==> src/sv/qdar_pkg.sv <==
// Shared types, constants and the phase transition decode for the quadrature decoder.
`timescale 1ns / 1ps

package qdar_pkg;

   typedef enum logic [2:0] {
      ST_IDLE,
      ST_SCALE,
      ST_DIV_WHOLE,
      ST_SCALE_MICRO,
      ST_DIV_MICRO,
      ST_DONE
   } state_type;

   localparam int STEPS_WIDTH = 11;
   localparam int DELTA_WIDTH = 2;
   localparam int WHOLE_WIDTH = 25;
   localparam int MICRO_WIDTH = 21;
   localparam int MICRO_PROD_WIDTH = 31;

   localparam logic [STEPS_WIDTH-1:0] STEPS_RESET = 11'd24;
   localparam int DEG_FULL = 360;
   localparam logic [19:0] MICRO_SCALE = 20'd1000000;

   localparam logic OP_SAMPLE = 1'b0;
   localparam logic OP_READ   = 1'b1;

   localparam logic STATUS_OK          = 1'b0;
   localparam logic STATUS_UNSUPPORTED = 1'b1;

   typedef logic signed [DELTA_WIDTH-1:0] delta_type;

   // Gray-code transition: previous phase in the high bits, new phase in the low bits
   function automatic delta_type step_lookup(input logic [1:0] prev, input logic [1:0] cur);
      logic [3:0] idx;
      delta_type  res;
      idx = {prev, cur};
      if (idx inside {4'b0001, 4'b0111, 4'b1110, 4'b1000}) begin
         res = 2'sb01;
      end else if (idx inside {4'b0010, 4'b0100, 4'b1101, 4'b1011}) begin
         res = 2'sb11;
      end else begin
         res = 2'sb00;
      end
      return res;
   endfunction

endpackage

==> src/sv/quadrature_decoder_angle_readout.sv <==
// 4x quadrature decoder with saturating pulse counter and bit-serial angle readout.
// Pin samples and reads of an unsupported channel have their result beat registered
// directly, so it appears in the cycle after acceptance. A rotation read clears the counter
// and then runs two divisions through one restoring divider that retires one quotient bit
// per cycle over a DVW-bit word, DVW = max(COUNT_WIDTH+9, 31). The read passes through the
// scale, whole divide, micro scale and micro divide states to its result beat. A new beat
// is accepted whenever the block is idle and the output register is empty or being drained.
`timescale 1ns / 1ps

module quadrature_decoder_angle_readout #(
   parameter int COUNT_WIDTH = 16
) (
   input  logic                                clock,
   input  logic                                reset,
   input  logic                                req_tvalid,
   output logic                                req_tready,
   input  logic [7:0]                          req_tdata,   // [1:0] phase_ab
   input  logic [1:0]                          req_tuser,   // [0] op, [1] rotation_channel
   output logic                                rsp_tvalid,
   input  logic                                rsp_tready,
   output logic [55:0]                         rsp_tdata,   // [1:0] step_delta, [2] moved,
                                                            // [27:3] degrees_whole,
                                                            // [48:28] degrees_micro
   output logic                                rsp_tuser,   // [0] status
   input  logic                                csr_wr_en,
   input  logic [qdar_pkg::STEPS_WIDTH-1:0]    csr_wr_data  // steps_per_rev
);
   import qdar_pkg::*;

   localparam int DVW  = (COUNT_WIDTH + 9 > MICRO_PROD_WIDTH) ? COUNT_WIDTH + 9
                                                             : MICRO_PROD_WIDTH;
   localparam int CNTW = $clog2(DVW);

   state_type                       state_ff, state_in;
   logic [STEPS_WIDTH-1:0]          spr_ff, spr_in;
   logic [1:0]                      phase_ff, phase_in;
   logic                            known_ff, known_in;
   logic signed [COUNT_WIDTH-1:0]   count_ff, count_in;

   logic                            neg_ff, neg_in;
   logic [COUNT_WIDTH-1:0]          mag_ff, mag_in;
   logic [STEPS_WIDTH-1:0]          div_ff, div_in;
   logic [STEPS_WIDTH-1:0]          rem_ff, rem_in;
   logic [DVW-1:0]                  dq_ff, dq_in;
   logic [DVW-1:0]                  quot_ff, quot_in;
   logic [CNTW-1:0]                 bit_ff, bit_in;

   logic                            rsp_valid_ff, rsp_valid_in;
   delta_type                       delta_out_ff, delta_out_in;
   logic                            moved_out_ff, moved_out_in;
   logic signed [WHOLE_WIDTH-1:0]   whole_out_ff, whole_out_in;
   logic signed [MICRO_WIDTH-1:0]   micro_out_ff, micro_out_in;
   logic                            status_out_ff, status_out_in;

   logic                            req_fire;
   logic                            out_free;
   logic                            req_op;
   logic                            req_rot;
   logic [1:0]                      req_phase;
   logic                            read_rot;
   delta_type                       delta;
   logic signed [COUNT_WIDTH:0]     sum;
   logic [STEPS_WIDTH:0]            shifted;
   logic [STEPS_WIDTH+1:0]          diff;
   logic                            take;
   logic [STEPS_WIDTH-1:0]          rem_step;
   logic [DVW-1:0]                  dq_step;
   logic [MICRO_PROD_WIDTH-1:0]     micro_prod;
   logic [DVW-1:0]                  scaled;
   logic                            load_done;

   assign req_op    = req_tuser[0];
   assign req_rot   = req_tuser[1];
   assign req_phase = req_tdata[1:0];
   assign out_free  = ~rsp_valid_ff | rsp_tready;
   assign req_fire  = req_tvalid & req_tready;
   assign read_rot  = req_fire & (req_op == OP_READ) & req_rot;

   // Next state
   always_comb begin
      state_in = state_ff;
      case (state_ff)
         ST_IDLE: begin
            if (read_rot) begin
               state_in = ST_SCALE;
            end
         end
         ST_SCALE:       state_in = ST_DIV_WHOLE;
         ST_DIV_WHOLE: begin
            if (bit_ff == '0) begin
               state_in = ST_SCALE_MICRO;
            end
         end
         ST_SCALE_MICRO: state_in = ST_DIV_MICRO;
         ST_DIV_MICRO: begin
            if (bit_ff == '0) begin
               state_in = ST_DONE;
            end
         end
         ST_DONE: begin
            if (out_free) begin
               state_in = ST_IDLE;
            end
         end
         default:        state_in = ST_IDLE;
      endcase
   end

   // State outputs
   always_comb begin
      req_tready = 1'b0;
      load_done  = 1'b0;
      case (state_ff)
         ST_IDLE: req_tready = out_free;
         ST_DONE: load_done  = out_free;
         default: begin
            req_tready = 1'b0;
            load_done  = 1'b0;
         end
      endcase
   end

   // Decode, counter add, one restoring divide step and the scaling products
   always_comb begin
      delta = known_ff ? step_lookup(phase_ff, req_phase) : delta_type'(2'sb00);
      sum   = {count_ff[COUNT_WIDTH-1], count_ff} + (COUNT_WIDTH+1)'(delta);

      shifted  = {rem_ff, dq_ff[DVW-1]};
      diff     = {1'b0, shifted} - {2'b00, div_ff};
      take     = ~diff[STEPS_WIDTH+1];
      rem_step = take ? diff[STEPS_WIDTH-1:0] : shifted[STEPS_WIDTH-1:0];
      dq_step  = {dq_ff[DVW-2:0], take};

      micro_prod = MICRO_PROD_WIDTH'(rem_ff) * MICRO_PROD_WIDTH'(MICRO_SCALE);
      scaled     = DVW'(mag_ff) * DVW'(DEG_FULL);
   end

   // Register next values
   always_comb begin
      spr_in   = csr_wr_en ? csr_wr_data : spr_ff;
      phase_in = phase_ff;
      known_in = known_ff;
      count_in = count_ff;
      neg_in   = neg_ff;
      mag_in   = mag_ff;
      div_in   = div_ff;
      rem_in   = rem_ff;
      dq_in    = dq_ff;
      quot_in  = quot_ff;
      bit_in   = bit_ff;

      rsp_valid_in  = rsp_valid_ff & ~rsp_tready;
      delta_out_in  = delta_out_ff;
      moved_out_in  = moved_out_ff;
      whole_out_in  = whole_out_ff;
      micro_out_in  = micro_out_ff;
      status_out_in = status_out_ff;

      if (req_fire) begin
         if (req_op == OP_SAMPLE) begin
            phase_in = req_phase;
            known_in = 1'b1;
            if (known_ff) begin
               // clamp on overflow of the signed counter
               if (sum[COUNT_WIDTH] != sum[COUNT_WIDTH-1]) begin
                  count_in = sum[COUNT_WIDTH] ? {1'b1, {(COUNT_WIDTH-1){1'b0}}}
                                              : {1'b0, {(COUNT_WIDTH-1){1'b1}}};
               end else begin
                  count_in = sum[COUNT_WIDTH-1:0];
               end
            end
            rsp_valid_in  = 1'b1;
            delta_out_in  = delta;
            moved_out_in  = (delta != 2'sb00);
            whole_out_in  = '0;
            micro_out_in  = '0;
            status_out_in = STATUS_OK;
         end else if (!req_rot) begin
            rsp_valid_in  = 1'b1;
            delta_out_in  = 2'sb00;
            moved_out_in  = 1'b0;
            whole_out_in  = '0;
            micro_out_in  = '0;
            status_out_in = STATUS_UNSUPPORTED;
         end else begin
            // take the magnitude, latch the divisor and clear the counter
            neg_in   = count_ff[COUNT_WIDTH-1];
            mag_in   = count_ff[COUNT_WIDTH-1] ? COUNT_WIDTH'(-count_ff) : count_ff;
            div_in   = (spr_ff == '0) ? STEPS_WIDTH'(1) : spr_ff;
            count_in = '0;
         end
      end

      case (state_ff)
         ST_SCALE: begin
            dq_in  = scaled;
            rem_in = '0;
            bit_in = CNTW'(DVW - 1);
         end
         ST_DIV_WHOLE, ST_DIV_MICRO: begin
            dq_in  = dq_step;
            rem_in = rem_step;
            bit_in = bit_ff - CNTW'(1);
         end
         ST_SCALE_MICRO: begin
            quot_in = dq_ff;
            dq_in   = DVW'(micro_prod);
            rem_in  = '0;
            bit_in  = CNTW'(DVW - 1);
         end
         default: begin
            bit_in = bit_ff;
         end
      endcase

      if (load_done) begin
         rsp_valid_in  = 1'b1;
         delta_out_in  = 2'sb00;
         moved_out_in  = 1'b0;
         whole_out_in  = neg_ff ? -quot_ff[WHOLE_WIDTH-1:0] : quot_ff[WHOLE_WIDTH-1:0];
         micro_out_in  = neg_ff ? -dq_ff[MICRO_WIDTH-1:0] : dq_ff[MICRO_WIDTH-1:0];
         status_out_in = STATUS_OK;
      end
   end

   always_ff @(posedge clock) begin
      if (reset) begin
         state_ff     <= ST_IDLE;
         spr_ff       <= STEPS_RESET;
         phase_ff     <= '0;
         known_ff     <= 1'b0;
         count_ff     <= '0;
         rsp_valid_ff <= 1'b0;
      end else begin
         state_ff     <= state_in;
         spr_ff       <= spr_in;
         phase_ff     <= phase_in;
         known_ff     <= known_in;
         count_ff     <= count_in;
         rsp_valid_ff <= rsp_valid_in;
      end
   end

   always_ff @(posedge clock) begin
      neg_ff        <= neg_in;
      mag_ff        <= mag_in;
      div_ff        <= div_in;
      rem_ff        <= rem_in;
      dq_ff         <= dq_in;
      quot_ff       <= quot_in;
      bit_ff        <= bit_in;
      delta_out_ff  <= delta_out_in;
      moved_out_ff  <= moved_out_in;
      whole_out_ff  <= whole_out_in;
      micro_out_ff  <= micro_out_in;
      status_out_ff <= status_out_in;
   end

   assign rsp_tvalid = rsp_valid_ff;
   assign rsp_tdata  = {7'd0, micro_out_ff, whole_out_ff, moved_out_ff, delta_out_ff};
   assign rsp_tuser  = status_out_ff;

`ifndef SYNTH
   a_clear_on_read: assert property (@(posedge clock) disable iff (reset)
      read_rot |=> (count_ff == '0))
      else $error("counter not cleared after rotation read");

   a_rem_below_div: assert property (@(posedge clock) disable iff (reset)
      (state_ff == ST_DIV_WHOLE || state_ff == ST_DIV_MICRO) |-> (rem_ff < div_ff))
      else $error("partial remainder reached the divisor");

   a_moved_matches: assert property (@(posedge clock) disable iff (reset)
      rsp_valid_ff |-> (moved_out_ff == (delta_out_ff != 2'sb00)))
      else $error("moved flag disagrees with step");

   a_micro_range: assert property (@(posedge clock) disable iff (reset)
      rsp_valid_ff |-> (micro_out_ff <= 21'sd999999 && micro_out_ff >= -21'sd999999))
      else $error("millionths out of range");

   a_status_quiet: assert property (@(posedge clock) disable iff (reset)
      (rsp_valid_ff && status_out_ff == STATUS_UNSUPPORTED) |->
         (whole_out_ff == '0 && micro_out_ff == '0 && delta_out_ff == 2'sb00))
      else $error("unsupported read carries data");
`endif

endmodule
==> config.mk <==
export PLATFORM = sky130hd
export DESIGN_NAME = quadrature_decoder_angle_readout
export DESIGN_NICKNAME = d
export VERILOG_FILES = /design/src/sv/qdar_pkg.sv /design/src/sv/quadrature_decoder_angle_readout.sv
export SDC_FILE = /design/constraint.sdc
export NUM_CORES = 1
export LEC_CHECK = 0
export BUFFER_PORTS_ARGS = -buffer_cell sky130_fd_sc_hd__buf_2
export CELL_PAD_IN_SITES_DETAIL_PLACEMENT = 1
export CELL_PAD_IN_SITES_GLOBAL_PLACEMENT = 1
export CORE_MARGIN = 2
export CORE_UTILIZATION = 53
export DETAILED_ROUTE_END_ITERATION = 16
export PLACE_DENSITY_LB_ADDON = 0.1
export SLEW_MARGIN = 10
export SYNTH_ARGS = -nofsm -noshare
export SYNTH_HDL_FRONTEND = slang
export SYNTH_SLANG_ARGS = --single-unit
==> constraint.sdc <==
create_clock -name clock -period 13.65 [get_ports clock]
set_input_delay 1.365 -clock clock [delete_from_list [all_inputs] [get_ports clock]]
set_output_delay 1.365 -clock clock [all_outputs]
set_load 0.05 [all_outputs]
==> results.tsv <==
stage	metric	value	unit
setup_path	CP Max Fanout	8	
logic_synthesis	Seq cells post-synth	184	
power_and_ir_drop	VDD IR max	144	uV
cells_and_area	Diodes inserted	0	
floorplan	die area	26300	um^2
clocking	PostCTS Resize Cnt	0	
floorplan	Die Ht	162	um
clocking	Clock Latency Late Sink	0.44	ns
logic_synthesis	Mapped Area	13300	um^2
cells_and_area	final core utilization	59.4	%
detailed_routing	Starting DRT DRC Count	393	
grt	first-pass GRT wire length	50.0	mm
outcome	status	complete, no violations	
logic_synthesis	synthesized area per cell	10.3	um^2
detailed_routing	antenna-violating nets left	0	
grt	vias in the first global route	9988	
setup_path	element type at the critical path end	register	
worst_hold_path	Hold Path Cell Cnt	1	
timing	Setup Viol. Count Final	0	
clocking	post-CTS setup buffer count	0	
setup_path	CP arrival	5.66	ns
setup_path	critical path type	register to register	
timing	period utilization	40.3	%
logic_synthesis	area leader, netlist	edfxtp_1	
cells_and_area	number of fill cells	2686	
timing	Max Slew Vio Count	0	
detailed_routing	Routed WL	29.7	mm
worst_hold_path	Hold Crit Start	delta_out_ff[0]	
detailed_routing	DR DRC count	0	
logic_synthesis	gate count of the mapped netlist	1286	
setup_path	RR Startpoint	rem_ff[3]	
clocking	Root Driver	clkbuf_16	
setup_path	Register-to-Register Setup Slack	8.15	ns
timing	clk_skew	0.0152	ns
logic_synthesis	synth top area cells	edfxtp_1, ha_1, fa_1	
detailed_routing	Via density	5.60	
logic_synthesis	FFs w/ async S/R, synth	0	%
grt	GRT Residual Overflow	0	
worst_hold_path	Endpoint, Worst Hold	delta_out_ff[0]	
setup_path	crit start category	register	
timing	RSZ-0062 raised after global routing	no	
run	Max Cap Violations	0	
floorplan	Die Wd	162	um
clocking	Sink Count	184	
place	PortBufs	71	
clocking	CTS tree	yes	
setup_path	Worst R2R End	dq_ff[24]	
floorplan	num rows	57	
logic_synthesis	Main synth FF type	edfxtp_1	
logic_synthesis	YS warnings	0	
clocking	clk buf depth	2	
clocking	Hold Buf Count CTS	0	
power_and_ir_drop	Power, Total	0.00234	W
grt	largest net degree at the start of global routing	47	
timing	worst hold-check slack	0.461	ns
cells_and_area	area grow syn2layout	9.56	%
place	Final GP Congestion	0.827	
cells_and_area	# nets final	1578	
setup_path	WP data required	13.81	ns
timing	Final Hold Vio Count	0	
floorplan	Boundary Pins	85	
detailed_routing	Routed WL per cell	17.7	um
detailed_routing	Pre-Repair DR Iteration Count	4	
floorplan	core area	24500	um^2
grt	all-layer global routing usage	23.7	%
logic_synthesis	top cell type's share of synthesized area	33.1	%
timing	Slew @ Worst Pin	1.06	ns
clocking	TritonCTS buffer count	17	
timing	Relative slew margins	28.8	%
power_and_ir_drop	total power per unit cell area	161	nW/um^2
timing	Period minus WS final	5.50	ns
timing	fmax	182	MHz
grt	initial antenna violation count	0	
logic_synthesis	sequential area share after synthesis	38.8	%
power_and_ir_drop	Lkg Pwr	6.45	nW
place	post-DP HPWL	22.6	mm
detailed_routing	vias	9419	
clocking	htree depth	4	
timing	TNS Setup	0	ns
clocking	clk slew on worst S/H paths	0.08	ns
logic_synthesis	synth unique cells	65	
floorplan	starting density of the core	54.2	%
logic_synthesis	EDFF count, synth	146	
cells_and_area	share of cells above drive strength 1	9.79	%
worst_hold_path	Hold Path Class	register to register	
setup_path	reg2reg path depth	16	
power by group:
group / internal [W] / switching [W] / total, W
clock network: 0.000252 / 0.000268 / 0.000520
registers: 0.000653 / 0.0000353 / 0.000689
logic: 0.000422 / 0.000711 / 0.00113
synth_stat cells (all sizes together), types with 18 or more instances:
| library cell | number |
|---|---|
| inv | 157 |
| ha | 149 |
| edfxtp | 146 |
| nor2 | 109 |
| o21ai | 77 |
| nand2 | 75 |
| xor2 | 64 |
| a21oi | 59 |
| fa | 58 |
| xnor2 | 51 |
| dfxtp | 38 |
| clkbuf | 32 |
| mux2i | 25 |
| nor3 | 19 |
| o31ai | 19 |
| a21o | 18 |
registers in the layout, summed over array words and instances (netlist names), 5 cells and up:
name          flops
dq_ff            31
quot_ff          25
whole_out_ff     25
micro_out_ff     21
count_ff         16
mag_ff           16
div_ff           11
rem_ff           11
spr_ff           11
bit_ff            5
cell families after synthesis:
logic type | share of synthesized area (%)
other | 0.0283
DFF | 38.8
muxes | 1.89
buffers and inverters | 6.04
xor gates and xnor gates | 7.59
adders and majority gates | 22.8
and+or+nand+nor | 10.3
AOI/OAI and AO/OA | 12.5
cells in the final DEF, fill, tap and decap left out, types with 6 or more instances in the layout:
cell       Yosys  final
xor2_1        64     64
fa_1          58     58
conb_1         1      7
inv_1        157    156
nand3_1       10      9
o21ai_1       12     12
buf_2          1     71
a21oi_1       59     58
nor4_1         6      6
o21bai_1       7      7
ha_1         149    149
nor3_1        19     18
nand2_1       75     75
nor2_1       108    107
a211oi_1      10     10
o41ai_1       10     10
clkbuf_16      0     17
o31ai_1       18     18
o21ai_0       65     65
dfxtp_1       38     38
and2_1         9      9
or3_1         13     13
edfxtp_1     146    146
mux2i_1       25     25
o21a_1         7      7
a21o_1        18     18
xnor2_1       51     51
nand2b_1      14     14
or2_2          9      9
nor2b_1       11     11
buf_4          8      8
a22oi_1       14     14
metal layers:
metal	share of wire, %	GRT usage, %	vias up
li1	-	-	4593
met1	46	30.7	4656
met2	50	42.5	137
met3	2.2	2.20	33
met4	2.0	7.00	0
met5	0	0	-
layout make-up:
cell class	instances	area, um^2	share of cell area (%)
clock buffer	17	425	2.93
clock inverter	15	190	1.31
inverter	158	593	4.08
multi-input combinational	905	7360	50.6
sequential	184	5140	35.4
tap	324	405	2.79
timing repair buffer	79	415	2.86
critical path, cell delays in order, from the launching register on:
cell and delay, ns:
edfxtp_1 0.59, fa_1 0.58, ha_1 0.32, fa_1 0.48
fa_1 0.56, inv_1 0.06, fa_1 0.52, inv_1 0.04
ha_1 0.33, nand2_1 0.09, or2_2 0.31, o211ai_1 0.26
a21oi_1 0.18, o21bai_1 0.15, a21oi_1 0.09, xor2_1 0.42
o221ai_1 0.22
how the worst max path moves through the flow:
stage	to	cells after the start	from	slack, ns
2_1_floorplan	state_ff[0]	8	rsp_tready	8.33
5_1_grt	dq_ff[24]	16	rem_ff[3]	7.96
3_5_place_dp	dq_ff[24]	16	rem_ff[3]	8.20
4_1_cts	dq_ff[24]	16	rem_ff[3]	8.19
6_report	dq_ff[24]	16	rem_ff[3]	8.15
3_3_place_gp	count_ff[2]	13	req_tdata[0]	8.30
metrics by stage:
step / setup slack, ns / cell area [um^2] / cells
after floorplan: 8.33 / 13300 / 1292
after global placement: 8.30 / 13900 / 1650
after detailed placement: 8.20 / 13900 / 1650
after global routing: 7.96 / 14500 / 1682
after CTS: 8.19 / 14500 / 1682
final: 8.15 / 14500 / 1682
No activity file was read; power rests on OpenSTA's default activity.
